**config.mk**
```make
export PLATFORM = sky130hd
export DESIGN_NAME = alarm_beep_pattern_sequencer
export DESIGN_NICKNAME = d
export VERILOG_FILES = /design/src/sv/abp_pkg.sv /design/src/sv/abp_step.sv /design/src/sv/alarm_beep_pattern_sequencer.sv
export SDC_FILE = /design/constraint.sdc
export NUM_CORES = 1
export LEC_CHECK = 0
export ABC_AREA = 1
export BUFFER_PORTS_ARGS = -buffer_cell sky130_fd_sc_hd__buf_2
export CAP_MARGIN = 20
export CORE_AREA = 2 2 69 84
export CTS_CLUSTER_DIAMETER = 50
export CTS_CLUSTER_SIZE = 20
export DETAILED_ROUTE_END_ITERATION = 16
export DIE_AREA = 0 0 71 86
export PLACE_DENSITY = 0.89
export SYNTH_ARGS = -nofsm -noshare
export SYNTH_HDL_FRONTEND = slang
export SYNTH_SLANG_ARGS = --single-unit
```
**constraint.sdc**
```tcl
create_clock -name i_clk -period 11.7 [get_ports i_clk]
set_input_delay 0.585 -clock i_clk [delete_from_list [all_inputs] [get_ports i_clk]]
set_output_delay 0.585 -clock i_clk [all_outputs]
set_load 0.01 [all_outputs]
```
**src/sv/abp_pkg.sv**
```systemverilog
package abp_pkg;

    localparam int NUM_PATTERNS = 3;
    localparam int ROM_ROWS     = 3;
    localparam int MAX_ROW      = (NUM_PATTERNS < ROM_ROWS) ? NUM_PATTERNS - 1 : ROM_ROWS - 1;

    localparam logic [11:0] ESCALATE_RESET = 12'd3000;
    localparam logic [2:0]  STOP_RESET     = 3'd6;

    typedef enum logic [1:0] {
        REQ_TICK  = 2'd0,
        REQ_START = 2'd1,
        REQ_STOP  = 2'd2,
        REQ_NONE  = 2'd3
    } t_req;

    typedef enum logic [1:0] {
        CFG_ESCALATE = 2'd0,
        CFG_STOP     = 2'd1
    } t_cfg_idx;

    typedef struct packed {
        logic [2:0]  seg_index;
        logic [7:0]  seg_count;
        logic [2:0]  level;
        logic [11:0] elapsed;
        logic        tone;
    } t_state;

    typedef struct packed {
        logic [11:0] escalate_ticks;
        logic [2:0]  stop_level;
    } t_cfg;

    // pattern row used for a level, saturating at the last pattern
    function automatic logic [1:0] row_for(input logic [2:0] lv);
        logic [2:0] r;
        r = lv;
        if (r > 3'(MAX_ROW)) r = 3'(MAX_ROW);
        return r[1:0];
    endfunction

    // row layout: segment count, then segment lengths in ticks
    function automatic logic [7:0] rom_at(input logic [1:0] row, input logic [2:0] pos);
        logic [7:0] v;
        v = 8'd0;
        unique case (row)
            2'd1: begin
                unique case (pos)
                    3'd0: v = 8'd6;
                    3'd1, 3'd2, 3'd3, 3'd4, 3'd5: v = 8'd10;
                    3'd6: v = 8'd50;
                    default: v = 8'd0;
                endcase
            end
            2'd2, 2'd3: begin
                unique case (pos)
                    3'd0: v = 8'd4;
                    3'd1, 3'd2, 3'd3, 3'd4: v = 8'd10;
                    default: v = 8'd0;
                endcase
            end
            default: begin
                unique case (pos)
                    3'd0: v = 8'd4;
                    3'd1: v = 8'd10;
                    3'd2: v = 8'd20;
                    3'd3: v = 8'd10;
                    3'd4: v = 8'd60;
                    default: v = 8'd0;
                endcase
            end
        endcase
        return v;
    endfunction

endpackage

```
**src/sv/abp_step.sv**
```systemverilog
module abp_step
    import abp_pkg::*;
(
    input  t_state     i_state,
    input  t_cfg       i_cfg,
    input  logic [1:0] i_req_type,
    input  logic [1:0] i_pattern_select,
    output t_state     o_state
);

    always_comb begin
        t_state     s;
        logic [2:0] lv;
        logic [1:0] row;
        logic [3:0] pos;
        logic       done;
        s    = i_state;
        lv   = 3'd0;
        row  = 2'd0;
        pos  = 4'd0;
        done = 1'b0;
        unique case (t_req'(i_req_type))
            REQ_TICK: begin
                if (s.seg_index != 3'd0) begin
                    s.elapsed = s.elapsed + 12'd1;
                    if (s.elapsed >= i_cfg.escalate_ticks) begin
                        s.elapsed = 12'd0;
                        if (s.level != 3'd7) s.level = s.level + 3'd1;
                        if ({1'b0, s.level} < 4'(NUM_PATTERNS)) begin
                            s.seg_index = 3'(rom_at(row_for(s.level), 3'd0) & 8'd7);
                            s.seg_count = 8'd1;
                        end else if (s.level >= i_cfg.stop_level) begin
                            // alarm runs out and switches itself off
                            s.seg_index = 3'd0;
                            s.tone      = 1'b0;
                            done        = 1'b1;
                        end
                    end
                    if (!done) begin
                        s.seg_count = s.seg_count - 8'd1;
                        if (s.seg_count == 8'd0) begin
                            row = row_for(s.level);
                            pos = {1'b0, s.seg_index} + 4'd1;
                            if ({4'd0, pos} > rom_at(row, 3'd0)) pos = 4'd1;
                            s.seg_index = pos[2:0];
                            s.seg_count = rom_at(row, pos[2:0]);
                            s.tone      = pos[0];
                        end
                    end
                end
            end
            REQ_START: begin
                if (s.seg_index == 3'd0) begin
                    lv = {1'b0, i_pattern_select};
                    if (lv > 3'(NUM_PATTERNS - 1)) lv = 3'(NUM_PATTERNS - 1);
                    s.level     = lv;
                    s.seg_index = 3'd1;
                    s.seg_count = rom_at(row_for(lv), 3'd1);
                    s.elapsed   = 12'd0;
                    s.tone      = 1'b1;
                end
            end
            REQ_STOP: begin
                s.seg_index = 3'd0;
                s.tone      = 1'b0;
            end
            default: begin
            end
        endcase
        o_state = s;
    end

endmodule

```
**src/sv/alarm_beep_pattern_sequencer.sv**
```systemverilog
// channel   | direction | handshake           | payload
// request   | in        | i_valid / o_stall   | i_req_type, i_pattern_select
// result    | out       | o_valid / i_stall   | o_tone_on, o_active
// config    | in        | i_cfg_we            | i_cfg_index, i_cfg_data
//
// one request per cycle while o_stall is low; a request is registered in the input
// register, and its result is then held in the result register while i_stall is high
// synchronous active-low reset clears the alarm state and the valid flags
// o_stall rises only while the result register is full and i_stall holds it
module alarm_beep_pattern_sequencer
    import abp_pkg::*;
(
    input  logic        i_clk,
    input  logic        i_rst_n,
    input  logic        i_valid,
    output logic        o_stall,
    input  logic [1:0]  i_req_type,
    input  logic [1:0]  i_pattern_select,
    output logic        o_valid,
    input  logic        i_stall,
    output logic        o_tone_on,
    output logic        o_active,
    input  logic        i_cfg_we,
    input  logic [1:0]  i_cfg_index,
    input  logic [11:0] i_cfg_data
);

    logic       r_in_valid;
    logic [1:0] r_req;
    logic [1:0] r_sel;
    t_state     r_state;
    t_state     n_state;
    t_cfg       r_cfg;
    logic       r_out_valid;
    logic       r_tone;
    logic       r_active;
    logic       adv;
    logic       take;

    assign adv     = r_in_valid && (!r_out_valid || !i_stall);
    assign o_stall = r_in_valid && !adv;
    assign take    = i_valid && !o_stall;

    abp_step u_step (
        .i_state          (r_state),
        .i_cfg            (r_cfg),
        .i_req_type       (r_req),
        .i_pattern_select (r_sel),
        .o_state          (n_state)
    );

    always_ff @(posedge i_clk) begin
        if (!i_rst_n) begin
            r_cfg.escalate_ticks <= ESCALATE_RESET;
            r_cfg.stop_level     <= STOP_RESET;
        end else if (i_cfg_we) begin
            unique case (i_cfg_index)
                CFG_ESCALATE: r_cfg.escalate_ticks <= i_cfg_data;
                CFG_STOP:     r_cfg.stop_level     <= i_cfg_data[2:0];
                default: begin
                end
            endcase
        end
    end

    always_ff @(posedge i_clk) begin
        if (!i_rst_n) begin
            r_in_valid  <= 1'b0;
            r_out_valid <= 1'b0;
            r_state     <= '0;
        end else begin
            if (take) r_in_valid <= 1'b1;
            else if (adv) r_in_valid <= 1'b0;
            if (adv) begin
                r_out_valid <= 1'b1;
                r_state     <= n_state;
            end else if (!i_stall) begin
                r_out_valid <= 1'b0;
            end
        end
    end

    always_ff @(posedge i_clk) begin
        if (take) begin
            r_req <= i_req_type;
            r_sel <= i_pattern_select;
        end
        if (adv) begin
            r_tone   <= n_state.tone;
            r_active <= (n_state.seg_index != 3'd0);
        end
    end

    assign o_valid   = r_out_valid;
    assign o_tone_on = r_tone;
    assign o_active  = r_active;

endmodule

```
Word-level counts from Yosys, hierarchy flattened
Cells that the tools add are included.

operators by class
  reductions and logical operators = 24
  div/mod/pow operators = 0
  equality and inequality tests = 17
  bitwise logic cells = 0
  shift-type cells = 0
  add/sub/neg operators = 4
  multiply operators = 0
  muxes and demuxes = 56
  $lt $le $gt $ge = 7

operators by type and width
  cell                                                    number
  2-to-1 mux 27 bit                                       5
  case mux 23 bit (2 select lines)                        1
  2-to-1 mux 8 bit                                        5
  2-to-1 mux 3 bit                                        11
  2-to-1 mux 2 bit                                        13
  case mux 6 bit (4 select lines)                         1
  2-to-1 mux 11 bit                                       2
  case mux 6 bit (3 select lines)                         1
  case mux 8 bit (2 select lines)                         1
  2-to-1 mux 1 bit                                        13
  adder 12 x 1 -> 12 bit (second input constant)          1
  >= comparator 12 bit                                    1
  == test 3 bit (second input constant)                   3
  case mux 3 bit (3 select lines)                         1
  == test 2 x 1 -> 1 bit (second input constant)          4
  > comparator 4 x 8 -> 1 bit                             1
  zero test 8 bit                                         1
  case mux 4 bit (2 select lines)                         1
  subtractor 8 x 1 -> 8 bit (second input constant)       1
  == test 2 bit (second input constant)                   3
  == test 3 x 2 -> 1 bit (second input constant)          2
  > comparator 3 x 2 -> 1 bit (second input constant)     2
  zero test 3 bit                                         2
  inequality test 2 x 1 -> 1 bit (second input constant)  3
  other kinds (19)                                        29

word-level totals
  register bits after elaboration = 50
  memories kept = 0
  output and inout port bits = 4
  latch bits = 0
  RAM bits = 0
  input bits = 23
  ROM bits = 0

Longest topological paths before layout
Gate-level depths: netlist of the first run.

  depth in word-level cells = 44
  depth in mapped cells = 34
  gate-level depth less buffers = 34

Hierarchy
A second synthesis of the first run with hierarchy kept.

unflattened totals
  cells, all modules = 662
  area total of the unflattened synthesis = 4185.3 um2

modules (own cells, without submodules)
  module                        sequential area each (um2)  cells an instance  instances  area an instance (um2)
  abp_step                      0.0                         407                1          2095.8
  alarm_beep_pattern_sequencer  1061.0                      255                1          2089.5

Worst setup path after synthesis of the first run
OpenSTA, ideal clock, no wires.

  path type = flip-flop to flip-flop
  start = reg r_state[1] in the netlist's numbering
  end = reg r_active, in the netlist o_active (data pin)
  arrival time = 3.928 ns
  library setup time = 0.254 ns
  stages on the path, launching flop included = 32
  clock period less this slack = 4.182 ns
  buffers on the path = 0
  required time = 11.446 ns
  setup slack = 7.518 ns
  path through = dfxtp_1 > ha_1 > nand2_1 > nor2_1 > nand3_1 > nor3_1 > nand3_1 > xnor2_1 > ha_1 > nand2_1 > nor2_2 > nand2_1 > nor2_1 > nor2_2 > nand2_4 > nand2_1 > nand2_1 > inv_1 > ha_1 > inv_1 > ha_1 > nand3_1 > nand2_1 > inv_1 > nand2_1 > nand2_1 > nor2_2 > nand2_2 > nand3_1 > nand3_1 > nor2_1 > nand2_1

on the way
  cells in the longest elaborated chain, start to end = 28
  elaborated cells between the ends (all ways) = 34
  classes of those cells = add/sub: 3; order compare: 3; eq/ne: 1; mux: 25; reduce/logical: 2

ends and longest elaborated chain
  element                              RTL line                            source
  start, declared                      alarm_beep_pattern_sequencer.sv:31  t_state r_state;
  start signal, assigned               alarm_beep_pattern_sequencer.sv:76  r_state <= n_state;
  adder 12 x 1 -> 12 bit (*)           abp_step.sv:25                      s.elapsed = s.elapsed + 12'd1;
  >= comparator 12 bit (*)             abp_step.sv:26                      if (s.elapsed >= i_cfg.escalate_ticks) begin
  2-to-1 mux 27 bit                    abp_step.sv:26
  2-to-1 mux 27 bit                    abp_step.sv:24                      if (s.seg_index != 3'd0) begin
  2-to-1 mux 27 bit                    abp_step.sv:22                      unique case (t_req'(i_req_type))
  > comparator 3 x 2 -> 1 bit          abp_pkg.sv:39                       if (r > 3'(MAX_ROW)) r = 3'(MAX_ROW);
  2-to-1 mux 2 bit                     abp_pkg.sv:39
  2-to-1 mux 2 bit                     abp_step.sv:41                      if (s.seg_count == 8'd0) begin
  [... 12 more ...]                    n/a
  2-to-1 mux 3 bit                     abp_step.sv:39                      if (!done) begin
  2-to-1 mux 3 bit                     abp_step.sv:24
  2-to-1 mux 3 bit                     abp_step.sv:22
  2-to-1 mux 11 bit                    abp_step.sv:41
  2-to-1 mux 11 bit (*)                abp_step.sv:39
  2-to-1 mux 27 bit (*)                abp_step.sv:24
  case mux 3 bit (3 select lines) (*)  abp_step.sv:22
  nonzero test 3 bit (*)               alarm_beep_pattern_sequencer.sv:90  r_active <= (n_state.seg_index != 3'd0);
  end signal, assigned                 alarm_beep_pattern_sequencer.sv:90
  end, declared                        alarm_beep_pattern_sequencer.sv:36  logic r_active;

Mark *: on every way between the ends. The rest lies on a longest branch, timed or not. The select of a mux whose other input is x is not followed.
A chain may end at the register's enable or synchronous reset.

Final worst setup path of the first run
Ends and elaborated chain as after synthesis.

==> qor.txt, run 1 <==
outcome: complete, no violations
Hold Path Class: input port to flip-flop
crit path kind: flip-flop to flip-flop
Worst-Margin Slew: 0.8270 ns
hold bufs inserted after CTS: 0
CTS tree: built
net switching power: 0.09102 mW
Cell Pwr Density: 94.25 nW/µm²
Std-Cell Rows: 29
switching part of the total power: 27.05%
GPL Wtd Cong: 0.9533
clock root cell: clkbuf_8
CORE AREA: 5261 µm²
Vias per Instance: 5.569
Clock Latency Late Sink: 0.30 ns
synth-to-layout area growth: 7.660%
slack of the critical path: 6.966 ns
EDFF count, synth: 6
Synth Instances: 499
Place WS: 7.029 ns
post-synthesis sequential area ratio: 32.00%
Critical Path AT: 4.80 ns
Final #Nets: 567
Initial DRC Count: 219
CTS buffer count: 5
# H-tree levels: 2
Final Setup Violations: 0
Synth Flop Type: dfxtp_1
die width: 71 µm
max frequency: 211.3 MHz
DRC Markers: 0
YS warnings: 0
Unique masters post-synth: 32
Worst Skew: 0.005078 ns
first-pass GRT wire length: 12,720 µm
most frequent CP cell: nand2_1
GRT Total Usage: 25.84%
grt ovf: 0
CP startpoint kind: flip-flop
Worst setup EP type: flip-flop
P_int: 0.2454 mW
Slew HR: 44.66%
Clock Sinks: 50
WP buf/inv: 3
Crit Path Max Fanout: 10
Worst EP required: 11.76 ns
Syn Area/Cell: 6.645 µm²
final worst-path cycle share: 40.46%
RSZ-0062 raised after global routing: false
largest net degree at the start of global routing: 24
clock share of power: 30.3%
post-route cell area: 3570 µm²
full die area: 6106 µm²
Starting Density: 63.02%
Resized Gates After CTS: 0
port bufs: 26
final core occ: 67.85%
reg-to-reg slack, setup: 6.97 ns
hpwl dp: 5711 µm
Critical Path Max Stage Delay: 0.41 ns
Synth Register Bits: 50
Clock Tree Buf Depth: 2
vias in the first global route: 3,073
Leak: 1.806 nW
critical path's slowest cell: dfxtp_1
WL/cell: 12.57 µm
logic gate share of total power: 15.0%
vias: 3,258
post-route ant nets: 0
Post-Synthesis Cell Area: 3316 µm²
fin crit period: 4.734 ns
Hold Violations, Final: 0
peak supply drop: 0.00009147 V
async set-reset flop share out of synthesis: 0%
sequential share of power: 54.7%
Pre-antenna DRT Iters: 8
initial antenna violation count: 0
Routed Wire Length: 7354 µm
die height: 86 µm
ratio of cells with drive above 1 in the final layout: 9.369%
Setup TNS Final: 0 ns
postcts setup bufs: 0
Crit path max-delay family: simple AND/OR/NAND/NOR gates
total power: 0.3364 mW
Synth Net Count: 544
Top Ports: 27
Final Max Slew Viols: 0
Reg clk slew, reported paths: 0.08 ns
max cap viols: 0
dpl cell area: 3478 µm²
diode count: 0
layout make-up:
cell class / count / area, µm²
Multi-Input combinational cell: 362 / 1916
Fill cell: 425 / 1692
Sequential cell: 50 / 1061
Inverter: 77 / 294.0
Timing Repair Buffer: 26 / 130.1
Clock buffer: 7 / 86.33
Tap cell: 62 / 77.57
Clock inverter: 1 / 5.005
logic make-up after synthesis:
kind of cell	synth area share [%]
DFF	32.00
xor gates and xnor gates	2.906
buffers and inverters	10.23
adders and majority gates	8.302
AOI/OAI and AO/OA	15.59
and+or+nand+nor	30.98
per-stage QoR:
| step | cells | hold slack, ns |
|---|---|---|
| finish | 585 | 0.4557 |
| global route | 585 | 0.4434 |
| CTS | 585 | 0.4521 |
| detailed placement | 577 | 0.4638 |
| global placement | 577 | 0.4501 |
| floorplan | 499 | 0.4353 |
placed cells by master (no fill, tap or decap), drive strengths merged:
cell / synthesis / layout
o21a: 2 / 2
a211oi: 1 / 1
xnor2: 4 / 4
xor2: 7 / 7
inv: 75 / 75
and3: 1 / 1
a21boi: 1 / 1
ha: 22 / 22
o211ai: 11 / 11
a221oi: 2 / 2
nand3b: 1 / 1
a31oi: 2 / 2
buf: 1 / 26
dfxtp: 44 / 44
nor2: 38 / 38
nand3: 34 / 34
o21bai: 4 / 4
nor3: 6 / 6
o41ai: 1 / 1
nand2: 149 / 149
edfxtp: 6 / 6
o21ai: 30 / 30
clkbuf: 9 / 7
a21oi: 37 / 37
clkinv: 2 / 3
nand4: 9 / 9
cells in the mapped netlist (2+ instances only):
cell type / count / area, µm²
inv_1: 74 / 277.8
a31oi_1: 2 / 12.51
o21ai_0: 27 / 135.1
nand3_1: 34 / 170.2
nor3_1: 6 / 30.03
o21bai_1: 4 / 30.03
nor2_1: 32 / 120.1
clkbuf_1: 9 / 33.78
nand2_1: 141 / 529.3
o21a_1: 2 / 15.01
o21ai_1: 3 / 15.01
edfxtp_1: 6 / 180.2
nand2_4: 4 / 45.04
ha_1: 22 / 275.3
a221oi_1: 2 / 17.52
xnor2_1: 4 / 35.03
nand2_2: 4 / 25.02
nor2_2: 6 / 37.54
nand4_1: 9 / 56.30
a21oi_1: 37 / 185.2
o211ai_1: 11 / 82.58
xor2_1: 7 / 61.31
dfxtp_1: 44 / 880.8
sequential cells by signal, indices dropped and copies added, names as in the netlist:
name / count
o_tone_on: 1
r_state: 27
o_active: 1
o_valid: 1
r_sel: 2
r_in_valid: 1
r_cfg: 15
r_req: 2
power by group through the flow:
stage | Clock, mW | Sequential [mW] | Combinational (mW)
after floorplan | 0 | 0.187 | 0.0365
after global placement | 0 | 0.188 | 0.0482
after detailed placement | 0 | 0.188 | 0.0500
after CTS | 0.104 | 0.184 | 0.0504
after global routing | 0.111 | 0.185 | 0.0585
final | 0.102 | 0.184 | 0.0506
path summary, 6_finish.rpt:
path                        from    endpoint  cells after the start
max                   r_state[1]    o_active                     31
min          i_pattern_select[0]    r_sel[0]                      1
max reg2reg           r_state[1]    o_active                     31
min reg2reg           r_state[8]  r_state[8]                      2
worst register-to-register path, delay by kind of cell (launching register included):
kind | cells | cell delay [ns]
simple gates | 23 | 2.57
fa+ha+maj | 4 | 1.09
buf+inv | 3 | 0.26
flops | 1 | 0.41
xor+xnor | 1 | 0.17
layer usage:
layer / wire length (µm) / global-route usage, %
met3: 426 / 4.935
met5: 0 / 0
met1: 2885 / 29.37
met4: 259 / 15.27
met2: 3783 / 44.69
(Power assumes the default switching activity.)
==> run 2: changes to the inputs <==
--- a/config.mk
+++ b/config.mk
@@ -8,12 +8,12 @@
 export ABC_AREA = 1
 export BUFFER_PORTS_ARGS = -buffer_cell sky130_fd_sc_hd__buf_2
 export CAP_MARGIN = 20
-export CORE_AREA = 2 2 69 84
+export CORE_AREA = 2 2 71 87
 export CTS_CLUSTER_DIAMETER = 50
 export CTS_CLUSTER_SIZE = 20
 export DETAILED_ROUTE_END_ITERATION = 16
-export DIE_AREA = 0 0 71 86
-export PLACE_DENSITY = 0.89
+export DIE_AREA = 0 0 73 89
+export PLACE_DENSITY = 0.84
 export SYNTH_ARGS = -nofsm -noshare
 export SYNTH_HDL_FRONTEND = slang
 export SYNTH_SLANG_ARGS = --single-unit
==> constraint.sdc (replaced) <==
create_clock -name i_clk -period 4.9 [get_ports i_clk]
set_input_delay 0.245 -clock i_clk [delete_from_list [all_inputs] [get_ports i_clk]]
set_output_delay 0.245 -clock i_clk [all_outputs]
set_load 0.01 [all_outputs]
==> qor.txt, run 2 (same netlist as run 1, synthesis figures left out) <==
Clock Latency Late Sink: 0.31 ns (was 0.30 ns)
max cap viols: 0 (unchanged)
r2r endpoint: o_active (unchanged)
crit path launch: r_state[3] (was r_state[1])
CP startpoint kind: flip-flop (unchanged)
most frequent cells in the layout: nand2_1 (139), inv_1 (73), dfxtp_1 (43), a21oi_1 (37), nand3_1 (33) (was nand2_1 (141), inv_1 (74), dfxtp_1 (44), a21oi_1 (37), nand3_1 (34))
Critical Path AT: 4.64 ns (was 4.80 ns)
Worst Skew: 0.007463 ns (was 0.005078 ns)
fin crit period: 4.566 ns (was 4.734 ns)
Hold Crit Start: i_pattern_select[0] (unchanged)
# H-tree levels: 2 (unchanged)
WL/cell: 13.33 µm (was 12.57 µm)
Setup TNS Final: 0 ns (unchanged)
Clock Tree Buf Depth: 2 (unchanged)
Worst R2R Path Depth: 30 (was 31)
max frequency: 219.0 MHz (was 211.3 MHz)
hpwl dp: 5871 µm (was 5711 µm)
post-route cell area: 3665 µm² (was 3570 µm²)
final worst-path cycle share: 93.19% (was 40.46%)
Final Setup Violations: 0 (unchanged)
Critical Path Max Stage Delay: 0.41 ns (about the same)
Place WS: 0.2349 ns (was 7.029 ns)
reg-to-reg slack, setup: 0.33 ns (was 6.97 ns)
port bufs: 26 (unchanged)
Vias per Instance: 5.461 (was 5.569)
CTS buffer count: 5 (unchanged)
Final Max Slew Viols: 0 (unchanged)
reg2reg start: r_state[3] (was r_state[1])
Slew HR: 42.12% (was 44.66%)
die width: 73 µm (was 71 µm)
Non-Filler Instances: 590 (was 585)
first-pass GRT wire length: 13,410 µm (was 12,720 µm)
Worst-Margin Slew: 0.8650 ns (was 0.8270 ns)
critical path depth: 30 (was 31)
Min Hold Slack: 0.1100 ns (was 0.4557 ns)
placed cell count: 580 (was 577)
die height: 89 µm (was 86 µm)
DRC Markers: 0 (unchanged)
grt ovf: 0 (unchanged)
Routed Wire Length: 7865 µm (was 7354 µm)
CTS tree: built (unchanged)
Crit path max-delay family: simple AND/OR/NAND/NOR gates (unchanged)
Hold Path Class: input port to flip-flop (unchanged)
Biggest register: r_state (unchanged)
clock root cell: clkbuf_8 (unchanged)
commonest non-fill, non-tap cell in the layout: nand2_1 (unchanged)
critical path's slowest cell: dfxtp_1 (unchanged)
CORE AREA: 5593 µm² (was 5261 µm²)
Pre-antenna DRT Iters: 5 (was 8)
GPL Wtd Cong: 0.9760 (was 0.9533)
final core occ: 65.53% (was 67.85%)
Hold Violations, Final: 0 (unchanged)
GRT Total Usage: 25.87% (was 25.84%)
Largest register FFs: 27 (unchanged)
WP buf/inv: 3 (unchanged)
Crit Path Max Fanout: 10 (unchanged)
total power: 0.8547 mW (was 0.3364 mW)
slack of the critical path: 0.3338 ns (was 6.966 ns)
Largest regs: r_state (27), r_cfg (15) (unchanged)
peak supply drop: 0.0002245 V (was 0.00009147 V)
initial antenna violation count: 0 (unchanged)
post-route ant nets: 0 (unchanged)
dpl cell area: 3488 µm² (was 3478 µm²)
diode count: 0 (unchanged)
most frequent CP cell: nand2_1 (unchanged)
Initial DRC Count: 235 (was 219)
Cell Pwr Density: 233.2 nW/µm² (was 94.25 nW/µm²)
Clock Sinks: 50 (unchanged)
vias: 3,222 (was 3,258)
Top Ports: 27 (unchanged)
synth-to-layout area growth: 10.53% (was 7.660%)
Std-Cell Rows: 30 (was 29)
Final #Nets: 570 (was 567)
Leak: 1.840 nW (was 1.806 nW)
Critical Path End: o_active (unchanged)
Worst EP required: 4.97 ns (was 11.76 ns)
Reg clk slew, reported paths: 0.09 ns (was 0.08 ns)
outcome: complete, no violations (unchanged)
crit path kind: flip-flop to flip-flop (unchanged)
Starting Density: 59.28% (was 63.02%)
vias in the first global route: 3,126 (was 3,073)
hold bufs inserted after CTS: 0 (unchanged)
largest net degree at the start of global routing: 24 (unchanged)
Worst setup EP type: flip-flop (unchanged)
full die area: 6497 µm² (was 6106 µm²)
ratio of cells with drive above 1 in the final layout: 11.60% (was 9.369%)
==> run 2: changes by cell type in the layout (fill, tap and decap cells not counted), sizes merged <==
cell and delta:
bufinv +1, buf +3, clkinv -1
==> run 2: layout make-up <==
type	instances	area (µm²)
Multi-Input combinational cell	362	1969
Fill cell	483	1928
Sequential cell	50	1062
Inverter	77	294.0
Timing Repair Buffer	29	152.6
Tap cell	64	80.08
Clock buffer	7	76.32
Clock inverter	1	30.03
==> run 2: worst register-to-register path, delay by kind of cell, from the launching register on <==
kind / cells / cell delay (ns)
adders and majority gates: 3 / 0.88
and+or+nand+nor: 23 / 2.63
DFF: 1 / 0.41
buffers and inverters: 3 / 0.21
xor gates and xnor gates: 1 / 0.18
==> run 2: how the worst min path moves through the flow <==
stage,to,cells after the start
floorplan,r_req[0],0
global placement,r_sel[0],1
detailed placement,r_sel[0],1
CTS,r_sel[0],1
global route,r_sel[0],1
finish,r_sel[0],1
==> run 2: metal layers <==
metal	share of wire (%)	GRT usage, %	wire length, µm
met1	41	28.77	3241
met2	51	48.40	4029
met3	4.4	3.608	343
met4	3.2	11.28	251
met5	0	0	0
==> run 2: timing repair <==
action,in CTS,in global routing
resized for setup,0,12
setup buffers,0,2
endpoints found under the setup margin,0,11
==> run 2: where the power goes <==
group	switching (mW)	total, mW	internal (mW)
combinational	0.0811	0.125	0.0436
clock	0.137	0.290	0.153
sequential	0.00989	0.440	0.430
==> run 3: changes to the inputs <==
--- a/config.mk
+++ b/config.mk
@@ -8,12 +8,13 @@
 export ABC_AREA = 1
 export BUFFER_PORTS_ARGS = -buffer_cell sky130_fd_sc_hd__buf_2
 export CAP_MARGIN = 20
-export CORE_AREA = 2 2 71 87
+export CORE_AREA = 2 2 70 86
+export CTS_BUF_LIST = sky130_fd_sc_hd__clkbuf_8
 export CTS_CLUSTER_DIAMETER = 50
 export CTS_CLUSTER_SIZE = 20
 export DETAILED_ROUTE_END_ITERATION = 16
-export DIE_AREA = 0 0 73 89
-export PLACE_DENSITY = 0.84
+export DIE_AREA = 0 0 72 88
+export PLACE_DENSITY = 0.86
 export SYNTH_ARGS = -nofsm -noshare
 export SYNTH_HDL_FRONTEND = slang
 export SYNTH_SLANG_ARGS = --single-unit
==> qor.txt, run 3 (same netlist as run 1, synthesis figures left out) <==
outcome: complete, no violations (unchanged)
commonest non-fill, non-tap cell in the layout: nand2_1 (unchanged)
grt ovf: 0 (unchanged)
Reg clk slew, reported paths: 0.10 ns (was 0.09 ns)
Slew HR: 44.18% (was 42.12%)
Worst setup EP type: flip-flop (unchanged)
Clock Latency Late Sink: 0.31 ns (about the same)
sequential standard cell area: 1066 µm² (was 1062 µm²)
max cap viols: 0 (unchanged)
vias: 3,285 (was 3,222)
Setup TNS Final: 0 ns (unchanged)
Final Setup Violations: 0 (unchanged)
peak supply drop: 0.0002031 V (was 0.0002245 V)
Starting Density: 60.09% (was 59.28%)
WL/cell: 13.09 µm (was 13.33 µm)
Crit Path Max Fanout: 10 (unchanged)
Critical Path Max Stage Delay: 0.38 ns (was 0.41 ns)
Cell Pwr Density: 244.3 nW/µm² (was 233.2 nW/µm²)
Top Ports: 27 (unchanged)
port bufs: 26 (unchanged)
Final #Nets: 569 (was 570)
post-route ant nets: 0 (unchanged)
Worst-Margin Slew: 0.8343 ns (was 0.8650 ns)
final core occ: 67.17% (was 65.53%)
GPL Wtd Cong: 0.9719 (was 0.9760)
Clock Sinks: 50 (unchanged)
final worst-path cycle share: 93.82% (was 93.19%)
hold bufs inserted after CTS: 0 (unchanged)
DRC Markers: 0 (unchanged)
filler instances: 476 (was 483)
ratio of cells with drive above 1 in the final layout: 12.95% (was 11.60%)
multi-input logic area: 1983 µm² (was 1969 µm²)
most frequent CP cell: nand2_1 (unchanged)
diode count: 0 (unchanged)
Vias per Instance: 5.577 (was 5.461)
die height: 88 µm (was 89 µm)
most frequent cells in the layout: nand2_1 (138), inv_1 (72), dfxtp_1 (42), a21oi_1 (37), nand3_1 (32) (was nand2_1 (139), inv_1 (73), dfxtp_1 (43), a21oi_1 (37), nand3_1 (33))
Biggest register: r_state (unchanged)
Hold Violations, Final: 0 (unchanged)
Critical Path AT: 4.68 ns (was 4.64 ns)
clock root cell: clkbuf_8 (unchanged)
Largest register FFs: 27 (unchanged)
max frequency: 217.5 MHz (was 219.0 MHz)
Initial DRC Count: 209 (was 235)
GRT Total Usage: 25.90% (was 25.87%)
largest net degree at the start of global routing: 24 (unchanged)
first-pass GRT wire length: 13,100 µm (was 13,410 µm)
Pre-antenna DRT Iters: 5 (unchanged)
total power: 0.9055 mW (was 0.8547 mW)
Std-Cell Rows: 30 (unchanged)
Worst Skew: 0.01707 ns (was 0.007463 ns)
fin crit period: 4.597 ns (was 4.566 ns)
Largest regs: r_state (27), r_cfg (15) (unchanged)
CTS buffer count: 5 (unchanged)
Final Max Slew Viols: 0 (unchanged)
hpwl dp: 5692 µm (was 5871 µm)
full die area: 6336 µm² (was 6497 µm²)
crit path kind: flip-flop to flip-flop (unchanged)
CTS tree: built (unchanged)
# H-tree levels: 2 (unchanged)
vias in the first global route: 3,130 (was 3,126)
Clock Tree Buf Depth: 2 (unchanged)
die width: 72 µm (was 73 µm)
CORE AREA: 5518 µm² (was 5593 µm²)
CP startpoint kind: flip-flop (unchanged)
Routed Wire Length: 7709 µm (was 7865 µm)
Leak: 1.857 nW (was 1.840 nW)
Hold Path Class: input port to flip-flop (unchanged)
Worst EP required: 4.98 ns (was 4.97 ns)
synth-to-layout area growth: 11.77% (was 10.53%)
critical path's slowest cell: dfxtp_4 (was dfxtp_1)
initial antenna violation count: 0 (unchanged)
run 3: changes by cell type in the layout (fill, tap and decap cells not counted), sizes merged:
cell / delta
buf: -1
clkinv: +1
clkbuf: -2
bufinv: +1
run 3: metrics by stage:
step	worst slack (ns)	hold slack, ns	instance area [µm²]	instances
floorplan	0.7177	0.3439	3316	499
global placement	0.4499	0.4236	3488	580
detailed placement	0.1547	0.4247	3488	580
CTS	0.02188	0.09779	3626	588
global route	-0.05248	0.09639	3706	589
finish	0.3030	0.1033	3706	589
run 3: where the power goes:
| group | switching [mW] | internal, mW | total (mW) |
|---|---|---|---|
| combinational | 0.0794 | 0.0439 | 0.123 |
| sequential | 0.00961 | 0.429 | 0.439 |
| clock | 0.139 | 0.204 | 0.343 |
| total | 0.228 | 0.678 | 0.906 |
run 3: area by class of cell:
| cell class | instances | area share [%] |
|---|---|---|
| multi-input combinational | 362 | 53.51 |
| tap | 64 | 2.161 |
| timing repair buffer | 28 | 3.916 |
| clock buffer | 5 | 1.857 |
| clock inverter | 3 | 1.857 |
| inverter | 77 | 7.934 |
| sequential | 50 | 28.76 |
run 3: worst max-delay path, delay by kind of cell, from the launching register on:
kind	cells	cell delay [ns]
adder cells (fa/ha/maj)	4	1.05
buffers and inverters	3	0.22
XOR/XNOR	1	0.17
flip-flops	1	0.38
AND/OR/NAND/NOR	23	2.58
run 3: path summary, 6_finish.rpt:
check | slack [ns] | startpoint | depth (start not counted) | end
setup / recovery | 0.30 | r_state[1] | 31 | o_active
hold / removal | 0.10 | i_pattern_select[1] | 1 | r_sel[1]
setup reg to reg | 0.30 | r_state[1] | 31 | o_active
hold reg to reg | 0.47 | r_cfg[5] | 2 | r_cfg[5]
run 3: timing repair:
action | in CTS | in global routing
setup endpoints to repair | 0 | 11
gates resized for setup | 0 | 19
setup buffers | 0 | 1
run 3: metal layers:
metal  vias up  wire length (µm)  global-route usage [%]
li1       1671                 -                       -
met1      1479              3032                   28.85
met2       114              4139                   47.64
met3        21               337                   3.682
met4         0               199                   13.21
met5         -                 0                       0
